## src/hw/rtl/mdks_pkg.sv

```systemverilog
// Shared types and constants of the display and key scanner.
package mdks_pkg;

  localparam int unsigned DIGITS   = 4;
  localparam int unsigned DIG_W    = $clog2(DIGITS);
  localparam int unsigned SEG_W    = 8;
  localparam int unsigned NIB_W    = 4;
  localparam int unsigned REF_W    = 8;
  localparam int unsigned SCAN_W   = 16;
  localparam int unsigned CFG_W    = 16;
  localparam int unsigned CFG_IDX_W = 1;
  localparam int unsigned STEP_W   = 3;

  localparam logic [REF_W-1:0]  REFRESH_RESET = 8'd5;
  localparam logic [SCAN_W-1:0] SCAN_RESET    = 16'd50;
  localparam logic [NIB_W-1:0]  ROW_LAST      = 4'b1000;
  localparam logic [NIB_W-1:0]  ONE_NIB       = 4'b0001;

  typedef enum logic {
    OP_TICK  = 1'b0,
    OP_WRITE = 1'b1
  } opcode_e;

  typedef enum logic [CFG_IDX_W-1:0] {
    CFG_REFRESH_PERIOD = 1'b0,
    CFG_SCAN_PERIOD    = 1'b1
  } cfg_idx_e;

  // Classified item handed from front to back.
  typedef struct packed {
    logic              refresh;
    logic              scan;
    logic [NIB_W-1:0]  dig_nib;
    logic [NIB_W-1:0]  row_nib;
    logic [SEG_W-1:0]  seg;
    logic [NIB_W-1:0]  rise;
    logic [NIB_W-1:0]  fall;
  } cmd_t;

endpackage

```

## src/hw/rtl/mdks_if.sv

```systemverilog
// Valid/ready channel interfaces for input and result items.
interface mdks_in_if;
  logic       valid;
  logic       ready;
  logic       opcode;
  logic [3:0] key_levels;
  logic [1:0] digit_index;
  logic [7:0] segment_pattern;

  modport source (output valid, opcode, key_levels, digit_index, segment_pattern,
                  input ready);
  modport sink   (input valid, opcode, key_levels, digit_index, segment_pattern,
                  output ready);
endinterface

interface mdks_out_if;
  logic       valid;
  logic       ready;
  logic       frame_valid;
  logic [7:0] select_byte;
  logic [7:0] segment_byte;
  logic       last;
  logic [3:0] key_rise;
  logic [3:0] key_fall;

  modport source (output valid, frame_valid, select_byte, segment_byte, last,
                  key_rise, key_fall, input ready);
  modport sink   (input valid, frame_valid, select_byte, segment_byte, last,
                  key_rise, key_fall, output ready);
endinterface

```

## src/hw/rtl/mdks_front.sv

```systemverilog
// Front end: accepts items, keeps counters, pattern store and key flags.
module mdks_front (
  input  logic                                clk_i,
  input  logic                                rst_ni,
  mdks_in_if.sink                             in_i,
  input  logic                                cfg_we_i,
  input  logic [mdks_pkg::CFG_IDX_W-1:0]      cfg_idx_i,
  input  logic [mdks_pkg::CFG_W-1:0]          cfg_data_i,
  input  logic                                q_ready_i,
  output logic                                q_push_o,
  output mdks_pkg::cmd_t                      q_cmd_o
);
  import mdks_pkg::*;

  logic [REF_W-1:0]  refresh_period_q;
  logic [SCAN_W-1:0] scan_period_q;
  logic [DIG_W-1:0]  digit_turn_q, digit_turn_d;
  logic [SEG_W-1:0]  sel_q, sel_d;
  logic [SEG_W-1:0]  seg_q, seg_d;
  logic [SEG_W-1:0]  store_q [DIGITS];
  logic [REF_W-1:0]  ref_el_q, ref_el_d, ref_inc;
  logic [SCAN_W-1:0] scan_el_q, scan_el_d, scan_inc;
  logic [NIB_W-1:0]  key_q, key_d, rise_q, rise_d, fall_q, fall_d;
  logic              accept, is_tick, ref_fire, scan_fire;

  assign in_i.ready = q_ready_i;
  assign accept     = in_i.valid & q_ready_i;
  assign is_tick    = (in_i.opcode == OP_TICK);

  always_comb begin
    ref_inc   = (ref_el_q == '1) ? ref_el_q : ref_el_q + 1'b1;
    scan_inc  = (scan_el_q == '1) ? scan_el_q : scan_el_q + 1'b1;
    ref_fire  = is_tick && (ref_inc >= refresh_period_q);
    scan_fire = is_tick && (scan_inc >= scan_period_q);

    digit_turn_d = digit_turn_q;
    sel_d        = sel_q;
    seg_d        = seg_q;
    ref_el_d     = ref_el_q;
    scan_el_d    = scan_el_q;
    key_d        = key_q;
    rise_d       = rise_q;
    fall_d       = fall_q;

    if (is_tick) begin
      ref_el_d  = ref_fire ? '0 : ref_inc;
      scan_el_d = scan_fire ? '0 : scan_inc;
    end
    if (ref_fire) begin
      sel_d[SEG_W-1:NIB_W] = ONE_NIB << digit_turn_q;
      seg_d                = store_q[digit_turn_q];
      digit_turn_d         = digit_turn_q + 1'b1;
    end
    if (scan_fire) begin
      sel_d[NIB_W-1:0] = ROW_LAST;
      key_d  = in_i.key_levels;
      rise_d = in_i.key_levels & ~key_q;
      fall_d = key_q & ~in_i.key_levels;
    end

    q_cmd_o.refresh = ref_fire;
    q_cmd_o.scan    = scan_fire;
    q_cmd_o.dig_nib = sel_d[SEG_W-1:NIB_W];
    q_cmd_o.row_nib = sel_q[NIB_W-1:0];
    q_cmd_o.seg     = seg_d;
    q_cmd_o.rise    = rise_d;
    q_cmd_o.fall    = fall_d;
  end

  assign q_push_o = accept;

  always_ff @(posedge clk_i or negedge rst_ni) begin
    if (!rst_ni) begin
      refresh_period_q <= REFRESH_RESET;
      scan_period_q    <= SCAN_RESET;
      digit_turn_q     <= '0;
      sel_q            <= '0;
      seg_q            <= '0;
      ref_el_q         <= '0;
      scan_el_q        <= '0;
      key_q            <= '0;
      rise_q           <= '0;
      fall_q           <= '0;
      for (int i = 0; i < DIGITS; i++) store_q[i] <= '0;
    end else begin
      if (cfg_we_i) begin
        unique case (cfg_idx_e'(cfg_idx_i))
          CFG_REFRESH_PERIOD: refresh_period_q <= cfg_data_i[REF_W-1:0];
          CFG_SCAN_PERIOD:    scan_period_q    <= cfg_data_i[SCAN_W-1:0];
          default: ;
        endcase
      end
      if (accept) begin
        digit_turn_q <= digit_turn_d;
        sel_q        <= sel_d;
        seg_q        <= seg_d;
        ref_el_q     <= ref_el_d;
        scan_el_q    <= scan_el_d;
        key_q        <= key_d;
        rise_q       <= rise_d;
        fall_q       <= fall_d;
        if (!is_tick) store_q[in_i.digit_index] <= in_i.segment_pattern;
      end
    end
  end

endmodule

```

## src/hw/rtl/mdks_queue.sv

```systemverilog
// Two-entry command queue between front and back.
module mdks_queue (
  input  logic           clk_i,
  input  logic           rst_ni,
  input  logic           push_i,
  input  mdks_pkg::cmd_t cmd_i,
  output logic           ready_o,
  input  logic           pop_i,
  output logic           avail_o,
  output mdks_pkg::cmd_t cmd_o
);
  import mdks_pkg::*;

  cmd_t       mem_q [2];
  logic       wr_q, rd_q;
  logic [1:0] cnt_q;

  assign ready_o = (cnt_q != 2'd2);
  assign avail_o = (cnt_q != 2'd0);
  assign cmd_o   = mem_q[rd_q];

  always_ff @(posedge clk_i) begin
    if (push_i) mem_q[wr_q] <= cmd_i;
  end

  always_ff @(posedge clk_i or negedge rst_ni) begin
    if (!rst_ni) begin
      wr_q  <= 1'b0;
      rd_q  <= 1'b0;
      cnt_q <= 2'd0;
    end else begin
      if (push_i) wr_q <= ~wr_q;
      if (pop_i)  rd_q <= ~rd_q;
      cnt_q <= cnt_q + {1'b0, push_i} - {1'b0, pop_i};
    end
  end

endmodule

```

## src/hw/rtl/mdks_back.sv

```systemverilog
// Back end: expands each command into its result items.
module mdks_back (
  input  logic           clk_i,
  input  logic           rst_ni,
  input  logic           avail_i,
  input  mdks_pkg::cmd_t cmd_i,
  output logic           pop_o,
  mdks_out_if.source     out_o
);
  import mdks_pkg::*;

  logic [STEP_W-1:0] step_q, nres, last_step;
  logic [NIB_W-1:0]  row;
  logic [1:0]        row_idx;
  logic              load, is_last, fv;
  logic [SEG_W-1:0]  sel, seg;

  logic              valid_q, fv_q, last_q;
  logic [SEG_W-1:0]  sel_q, seg_q;
  logic [NIB_W-1:0]  rise_q, fall_q;

  always_comb begin
    nres      = {2'b0, cmd_i.refresh} + (cmd_i.scan ? STEP_W'(4) : STEP_W'(0));
    last_step = (nres == '0) ? '0 : nres - 1'b1;
    is_last   = (step_q == last_step);
    row_idx   = 2'(step_q - {2'b0, cmd_i.refresh});
    row       = ONE_NIB << row_idx;
    fv        = cmd_i.refresh | cmd_i.scan;
    if (!fv) begin
      sel = '0;
      seg = '0;
    end else if (cmd_i.refresh && step_q == '0) begin
      sel = {cmd_i.dig_nib, cmd_i.row_nib};
      seg = cmd_i.seg;
    end else begin
      sel = {cmd_i.dig_nib, row};
      seg = cmd_i.seg;
    end
  end

  assign load  = avail_i && (!valid_q || out_o.ready);
  assign pop_o = load && is_last;

  always_ff @(posedge clk_i or negedge rst_ni) begin
    if (!rst_ni) begin
      valid_q <= 1'b0;
      step_q  <= '0;
    end else begin
      if (load) begin
        valid_q <= 1'b1;
        step_q  <= is_last ? '0 : step_q + 1'b1;
      end else if (out_o.ready) begin
        valid_q <= 1'b0;
      end
    end
  end

  always_ff @(posedge clk_i) begin
    if (load) begin
      fv_q   <= fv;
      sel_q  <= sel;
      seg_q  <= seg;
      last_q <= is_last;
      rise_q <= cmd_i.rise;
      fall_q <= cmd_i.fall;
    end
  end

  assign out_o.valid        = valid_q;
  assign out_o.frame_valid  = fv_q;
  assign out_o.select_byte  = sel_q;
  assign out_o.segment_byte = seg_q;
  assign out_o.last         = last_q;
  assign out_o.key_rise     = rise_q;
  assign out_o.key_fall     = fall_q;

endmodule

```

## src/hw/rtl/mux_display_key_scanner.sv

```systemverilog
// Four-digit multiplexed display and four-key matrix scanner, top level.
//
// Each item is either a segment write (opcode 1) or a one-millisecond tick
// (opcode 0). A tick may emit a refresh frame for the next digit once the
// refresh period has run out, and four row-select frames once the scan period
// has run out; key levels on that tick give rise/fall flags held until the
// next scan. Any other item gives one result with frame_valid low. Results
// carry last on the final one of their item. The front end accepts one item a
// cycle, while the queue has room, into a two-entry command queue; the back
// end emits one result a cycle, while out_o is ready, via an output register;
// an item yields one to five results, counted by its step counter. Periods are
// written through the cfg port while idle; the user must see to it: index 0
// refresh period (8 bit, reset 5 ms), index 1 scan period (16 bit, reset 50 ms).
module mux_display_key_scanner (
  input  logic                           clk_i,
  input  logic                           rst_ni,
  mdks_in_if.sink                        in_i,
  mdks_out_if.source                     out_o,
  input  logic                           cfg_we_i,
  input  logic [mdks_pkg::CFG_IDX_W-1:0] cfg_idx_i,
  input  logic [mdks_pkg::CFG_W-1:0]     cfg_data_i
);
  import mdks_pkg::*;

  cmd_t push_cmd, head_cmd;
  logic push, q_ready, pop, avail;

  // classify and update state
  mdks_front u_front (
    .clk_i      (clk_i),
    .rst_ni     (rst_ni),
    .in_i       (in_i),
    .cfg_we_i   (cfg_we_i),
    .cfg_idx_i  (cfg_idx_i),
    .cfg_data_i (cfg_data_i),
    .q_ready_i  (q_ready),
    .q_push_o   (push),
    .q_cmd_o    (push_cmd)
  );

  // decouples front from back-pressure
  mdks_queue u_queue (
    .clk_i   (clk_i),
    .rst_ni  (rst_ni),
    .push_i  (push),
    .cmd_i   (push_cmd),
    .ready_o (q_ready),
    .pop_i   (pop),
    .avail_o (avail),
    .cmd_o   (head_cmd)
  );

  // frame expansion
  mdks_back u_back (
    .clk_i   (clk_i),
    .rst_ni  (rst_ni),
    .avail_i (avail),
    .cmd_i   (head_cmd),
    .pop_o   (pop),
    .out_o   (out_o)
  );

endmodule
```

## src/flat_wrapper.sv

```systemverilog
// flat-port wrapper written by rule: the top's interface ports become plain ports
module mux_display_key_scanner_flat import mdks_pkg::*;
  (clk_i, rst_ni, cfg_we_i, cfg_idx_i, cfg_data_i, in_i_valid, in_i_opcode, in_i_key_levels, in_i_digit_index, in_i_segment_pattern, in_i_ready, out_o_valid, out_o_frame_valid, out_o_select_byte, out_o_segment_byte, out_o_last, out_o_key_rise, out_o_key_fall, out_o_ready);
  mdks_in_if in_i_i ();
  mdks_out_if out_o_i ();
  input  logic clk_i;
  input  logic rst_ni;
  input  logic cfg_we_i;
  input  logic [mdks_pkg::CFG_IDX_W-1:0] cfg_idx_i;
  input  logic [mdks_pkg::CFG_W-1:0] cfg_data_i;
  input wire logic [$bits(in_i_i.valid)-1:0] in_i_valid;
  input wire logic [$bits(in_i_i.opcode)-1:0] in_i_opcode;
  input wire logic [$bits(in_i_i.key_levels)-1:0] in_i_key_levels;
  input wire logic [$bits(in_i_i.digit_index)-1:0] in_i_digit_index;
  input wire logic [$bits(in_i_i.segment_pattern)-1:0] in_i_segment_pattern;
  output wire logic [$bits(in_i_i.ready)-1:0] in_i_ready;
  output wire logic [$bits(out_o_i.valid)-1:0] out_o_valid;
  output wire logic [$bits(out_o_i.frame_valid)-1:0] out_o_frame_valid;
  output wire logic [$bits(out_o_i.select_byte)-1:0] out_o_select_byte;
  output wire logic [$bits(out_o_i.segment_byte)-1:0] out_o_segment_byte;
  output wire logic [$bits(out_o_i.last)-1:0] out_o_last;
  output wire logic [$bits(out_o_i.key_rise)-1:0] out_o_key_rise;
  output wire logic [$bits(out_o_i.key_fall)-1:0] out_o_key_fall;
  input wire logic [$bits(out_o_i.ready)-1:0] out_o_ready;
  assign in_i_i.valid = in_i_valid;
  assign in_i_i.opcode = in_i_opcode;
  assign in_i_i.key_levels = in_i_key_levels;
  assign in_i_i.digit_index = in_i_digit_index;
  assign in_i_i.segment_pattern = in_i_segment_pattern;
  assign in_i_ready = in_i_i.ready;
  assign out_o_valid = out_o_i.valid;
  assign out_o_frame_valid = out_o_i.frame_valid;
  assign out_o_select_byte = out_o_i.select_byte;
  assign out_o_segment_byte = out_o_i.segment_byte;
  assign out_o_last = out_o_i.last;
  assign out_o_key_rise = out_o_i.key_rise;
  assign out_o_key_fall = out_o_i.key_fall;
  assign out_o_i.ready = out_o_ready;
  mux_display_key_scanner u_core (.clk_i(clk_i), .rst_ni(rst_ni), .in_i(in_i_i), .out_o(out_o_i), .cfg_we_i(cfg_we_i), .cfg_idx_i(cfg_idx_i), .cfg_data_i(cfg_data_i));
endmodule
```

## config.mk

```make
export PLATFORM = sky130hd
export DESIGN_NAME = mux_display_key_scanner_flat
export DESIGN_NICKNAME = d
export VERILOG_FILES = /design/src/hw/rtl/mdks_pkg.sv /design/src/hw/rtl/mdks_if.sv /design/src/hw/rtl/mdks_front.sv /design/src/hw/rtl/mdks_queue.sv /design/src/hw/rtl/mdks_back.sv /design/src/hw/rtl/mux_display_key_scanner.sv /design/src/flat_wrapper.sv
export SDC_FILE = /design/constraint.sdc
export NUM_CORES = 1
export LEC_CHECK = 0
export ABC_AREA = 1
export BUFFER_PORTS_ARGS = -buffer_cell sky130_fd_sc_hd__buf_2
export CAP_MARGIN = 20
export CELL_PAD_IN_SITES_DETAIL_PLACEMENT = 1
export CELL_PAD_IN_SITES_GLOBAL_PLACEMENT = 2
export CORE_MARGIN = 2
export CORE_UTILIZATION = 35
export DETAILED_ROUTE_END_ITERATION = 12
export PLACE_DENSITY = 0.81
export SYNTH_ARGS = -nofsm -noshare
export SYNTH_HDL_FRONTEND = slang
export SYNTH_SLANG_ARGS = --single-unit
```

## constraint.sdc

```tcl
create_clock -name clk_i -period 3.5 [get_ports clk_i]
set_input_delay 0.525 -clock clk_i [delete_from_list [all_inputs] [get_ports clk_i]]
set_output_delay 0.525 -clock clk_i [all_outputs]
set_load 0.005 [all_outputs]
```

==> impl_metrics.py <==
metrics = {
    "routing": {
        "drc": 0,
        "wirelength_um": 20000,
        "dr.pass1.iters": 4,
        "drt_iter0_markers": 224,
        "wl_per_cell_um": 14.5,
        "ant_nets": 0,
        "vias": 6526,
        "vias_per_cell": 4.74,
    },
    "synth": {
        "yosys.area_share.adder_pct": 4.86,
        "synth-async-reset-ratio_pct": 61.5,
        "synthXorXnorAreaFrac_pct": 2.04,
        "mappedNetlistArea_mm2": 0.00902,
        "synth_edf_count": 72,
        "yosys_warnings": 0,
        "synth_top_family_by_area": "simple AND/OR/NAND/NOR gates",
        "ys_types": 39,
        "syn_avg_cell_area_um2": 9.31,
        "syn_nets": 1041,
        "synthMuxAreaShare_pct": 0,
        "seq_area_frac_synth_pct": 56.0,
        "synth_compound_area_share_pct": 10.2,
        "ys.flop_type": "dfrtp_1",
        "ys_ff_latch": 187,
        "syn-instance-count": 969,
        "synth-simple-area-share_pct": 19.2,
    },
    "die": {
        "start_util_pct": 35.7,
        "die_area_mm2": 0.0271,
        "die_h_um": 165,
        "pin_count": 65,
        "rows": 58,
        "die-width_um": 165,
        "core_area_mm2": 0.0253,
    },
    "worst_setup_path": {
        "worstPathCellList": "ha_1 -> inv_1 -> nor2_2 -> nand2_2 -> nor2_4 -> inv_2 -> nand2_1 -> ha_1 -> nand2_1 -> inv_2 -> nand2_2 -> nand2_1 -> nor2_1 -> nand2_1 -> nand2_2 -> nand2_2 -> buf_4 -> nand2_4 -> nand2_1 -> nand2_1 -> inv_1",
        "start_kind": "flip-flop",
        "path_buf_inv": 5,
        "cp_slowest_cell": "dfrtp_1",
        "cp_slowest_stage_delay_ns": 0.45,
        "critPathCaptureType": "flip-flop",
        "setup.worst_path.class": "flip-flop to flip-flop",
        "arrival_ns": 3.38,
        "cp_max_fo": 17,
        "cp_top_family": "simple AND/OR/NAND/NOR gates",
        "required_ns": 3.82,
        "worst_path_most_repeated_cell": "nand2_1",
    },
    "timing": {
        "finClkSkew_ns": 0.0126,
        "holdWs_ns": 0.0663,
        "rsz0062_at_grt": "no",
        "hold_viol_final": 0,
        "finalSetupViolations": 0,
        "timing.final.max_slew_violations": 0,
        "period_needed_ns": 3.06,
        "timing.fmax_mhz": 327,
        "worst_slew_pin_slew_ns": 0.942,
        "setup-tns-final_ns": 0,
        "relSlewSlack_pct": 37.0,
        "period_share_pct": 87.3,
    },
    "global_route": {
        "first_global_vias": 6790,
        "use_met1_pct": 21.7,
        "grt_first_pass_wirelength_um": 34300,
        "grtUsageMet2_pct": 26.7,
        "grt_util_all_layers_pct": 16.0,
        "antenna_found_initial": 0,
        "grt_max_degree": 37,
        "busiest_layer": "met2",
        "grtUsageMet3_pct": 2.66,
        "grt-ovfl-total": 0,
    },
    "clock_network": {
        "h-tree-depth": 4,
        "cts_tree": "yes",
        "hold_buffers": 0,
        "cts_setup_buffers": 0,
        "path_clk_slew_ns": 0.07,
        "numCtsBuffers": 17,
        "cts-root-buf": "clkbuf_16",
        "clockBufferDepth": 2,
        "clock_sinks": 187,
        "clk_latency_ns": 0.43,
    },
    "final_layout": {
        "multi_input_area_mm2": 0.00329,
        "n_antenna_cell": 0,
        "drive_above_1_share_pct": 15.6,
        "regArea_mm2": 0.00505,
        "layout_common_cells": "255 x nand2_1, 126 x inv_1, 110 x dfrtp_1",
        "final_common_cell": "nand2_1",
        "fill_cells": 2982,
        "layout.nets": 1107,
        "area_delta_synth_final_pct": 13.9,
    },
    "place": {
        "dp_hpwl_um": 14000,
        "place_congestion": 0.802,
        "numPortBuffers": 64,
    },
    "power": {
        "leakage_nw": 4.91,
        "power_density_mw_per_mm2": 831,
        "ir_drop_v": 0.000427,
    },
    "run": {
        "cap_violations": 0,
    },
    "worst_hold_path": {
        "hp-class": "input port to asynchronous set/reset pin",
    },
    "run_status": {
        "outcome": "completed",
    },
}
==> cell families (layout without fill, tap and decap cells) <==
kind of cell	after synthesis	after routing
AND/OR/NAND/NOR	388	388
buffers and inverters	163	242
XOR/XNOR	21	21
AO/OA/AOI/OAI	175	175
flip-flops	187	187
adder cells (fa/ha/maj)	35	35
==> layer usage <==
layer  wire [um]  part of all wire (%)
met1        9820                    49
met4         170                  0.85
met2        9420                    47
met5           0                     0
met3         578                   2.9
==> where the power goes <==
| group | internal (mW) | switching, mW |
|---|---|---|
| Clock | 1.09 | 0.929 |
| Combinational | 0.985 | 1.81 |
| Sequential | 3.29 | 0.431 |
==> state kept, by name (all words and copies together), names as in the netlist, 8 cells and up <==
name                              cells
u_core.u_queue.mem_q                 46
u_core.u_front.store_q               32
u_core.u_front.scan_el_q             16
u_core.u_front.scan_period_q         16
u_core.u_back.out_o.segment_byte      8
u_core.u_back.out_o.select_byte       8
u_core.u_front.ref_el_q               8
u_core.u_front.refresh_period_q       8
u_core.u_front.seg_q                  8
==> path summary, 6_finish.rpt <==
| path | startpoint | endpoint | slack, ns | depth (start not counted) |
|---|---|---|---|---|
| worst max-delay path | u_core.u_front.scan_el_q[0]$_DFFE_PN0P_ | u_core.u_front.rise_q[3]$_DFFE_PN0P_ | 0.44 | 21 |
| worst min-delay path | rst_ni | u_core.u_back.step_q[0]$_DFFE_PN0P_ | 0.07 | 1 |
| worst max register to register | u_core.u_front.scan_el_q[0]$_DFFE_PN0P_ | u_core.u_front.rise_q[3]$_DFFE_PN0P_ | 0.44 | 21 |
| worst min register to register | u_core.u_front.sel_q[3]$_DFFE_PN0P_ | u_core.u_queue.mem_q[1][16]$_DFFE_PP_ | 0.47 | 0 |
| max in group asynchronous | rst_ni | u_core.u_front.key_q[0]$_DFFE_PN0P_ | 2.59 | 2 |
| min in group clk_i | out_o_ready | u_core.u_back.out_o.valid$_DFFE_PN0P_ | 0.30 | 2 |
==> worst reg2reg max path, stage by stage (launching register included) <==
cell     delay (ns)
dfrtp_1        0.45
ha_1           0.25
inv_1          0.07
nor2_2         0.22
nand2_2        0.12
nor2_4         0.16
inv_2          0.14
nand2_1        0.17
ha_1           0.25
nand2_1        0.08
inv_2          0.04
nand2_2        0.06
nand2_1        0.05
nor2_1         0.08
nand2_1        0.07
nand2_2        0.08
nand2_2        0.08
buf_4          0.20
nand2_4        0.18
nand2_1        0.08
nand2_1        0.08
inv_1          0.04
==> through the flow <==
stage / utilization (%) / worst slack [ns] / power [mW] / area, um2 / instances
after floorplan: - / 0.283 / 5.66 / 9020 / 969
after global placement: 38.2 / 0.425 / 6.45 / 9660 / 1346
after detailed placement: 38.2 / 0.292 / 6.60 / 9660 / 1346
after CTS: 40.7 / 0.232 / 8.67 / 10300 / 1378
after global routing: 40.7 / 0.119 / 9.27 / 10300 / 1378
final: 40.7 / 0.445 / 8.54 / 10300 / 1378
==> what timing repair did <==
action                                  4_1_cts  5_1_grt
hold endpoints to repair                      0        0
endpoints found under the setup margin        0       16
resized for setup                             0        1
==> cells in the mapped netlist (2+ instances only) <==
cell type	instances	area share, %
inv_4	2	0.14
o22ai_1	8	0.56
nor3_4	3	0.54
nor2_4	3	0.37
nand3_2	2	0.22
a21oi_1	30	1.7
nand2_4	4	0.50
inv_2	6	0.25
nor3_1	5	0.28
nand3_1	25	1.4
dfrtp_1	110	31
inv_1	126	5.2
a21boi_1	4	0.33
nor2_1	49	2.0
clkinv_1	3	0.12
nand2_1	256	11
ha_1	35	4.9
or2_2	4	0.28
a21oi_2	2	0.19
edfxtp_1	72	24
buf_2	7	0.39
nand2_2	13	0.90
o21ai_0	95	5.3
nor2_8	2	0.44
nor3_2	2	0.22
xor2_1	17	1.7
dfstp_2	5	1.5
nor2_2	5	0.35
nand4_1	15	1.0
o21ai_1	31	1.7
clkbuf_1	9	0.37
xnor2_1	4	0.39
buf_6	9	1.1
==> cell type report <==
cell class | instances | area share, %
clock buffer | 17 | 4.14
clock inverter | 15 | 1.85
sequential | 187 | 49.1
timing repair buffer | 73 | 3.80
multi-input combinational | 619 | 32.0
inverter | 137 | 5.05
tap | 330 | 4.02
No activity file was read; power rests on OpenSTA's default activity.
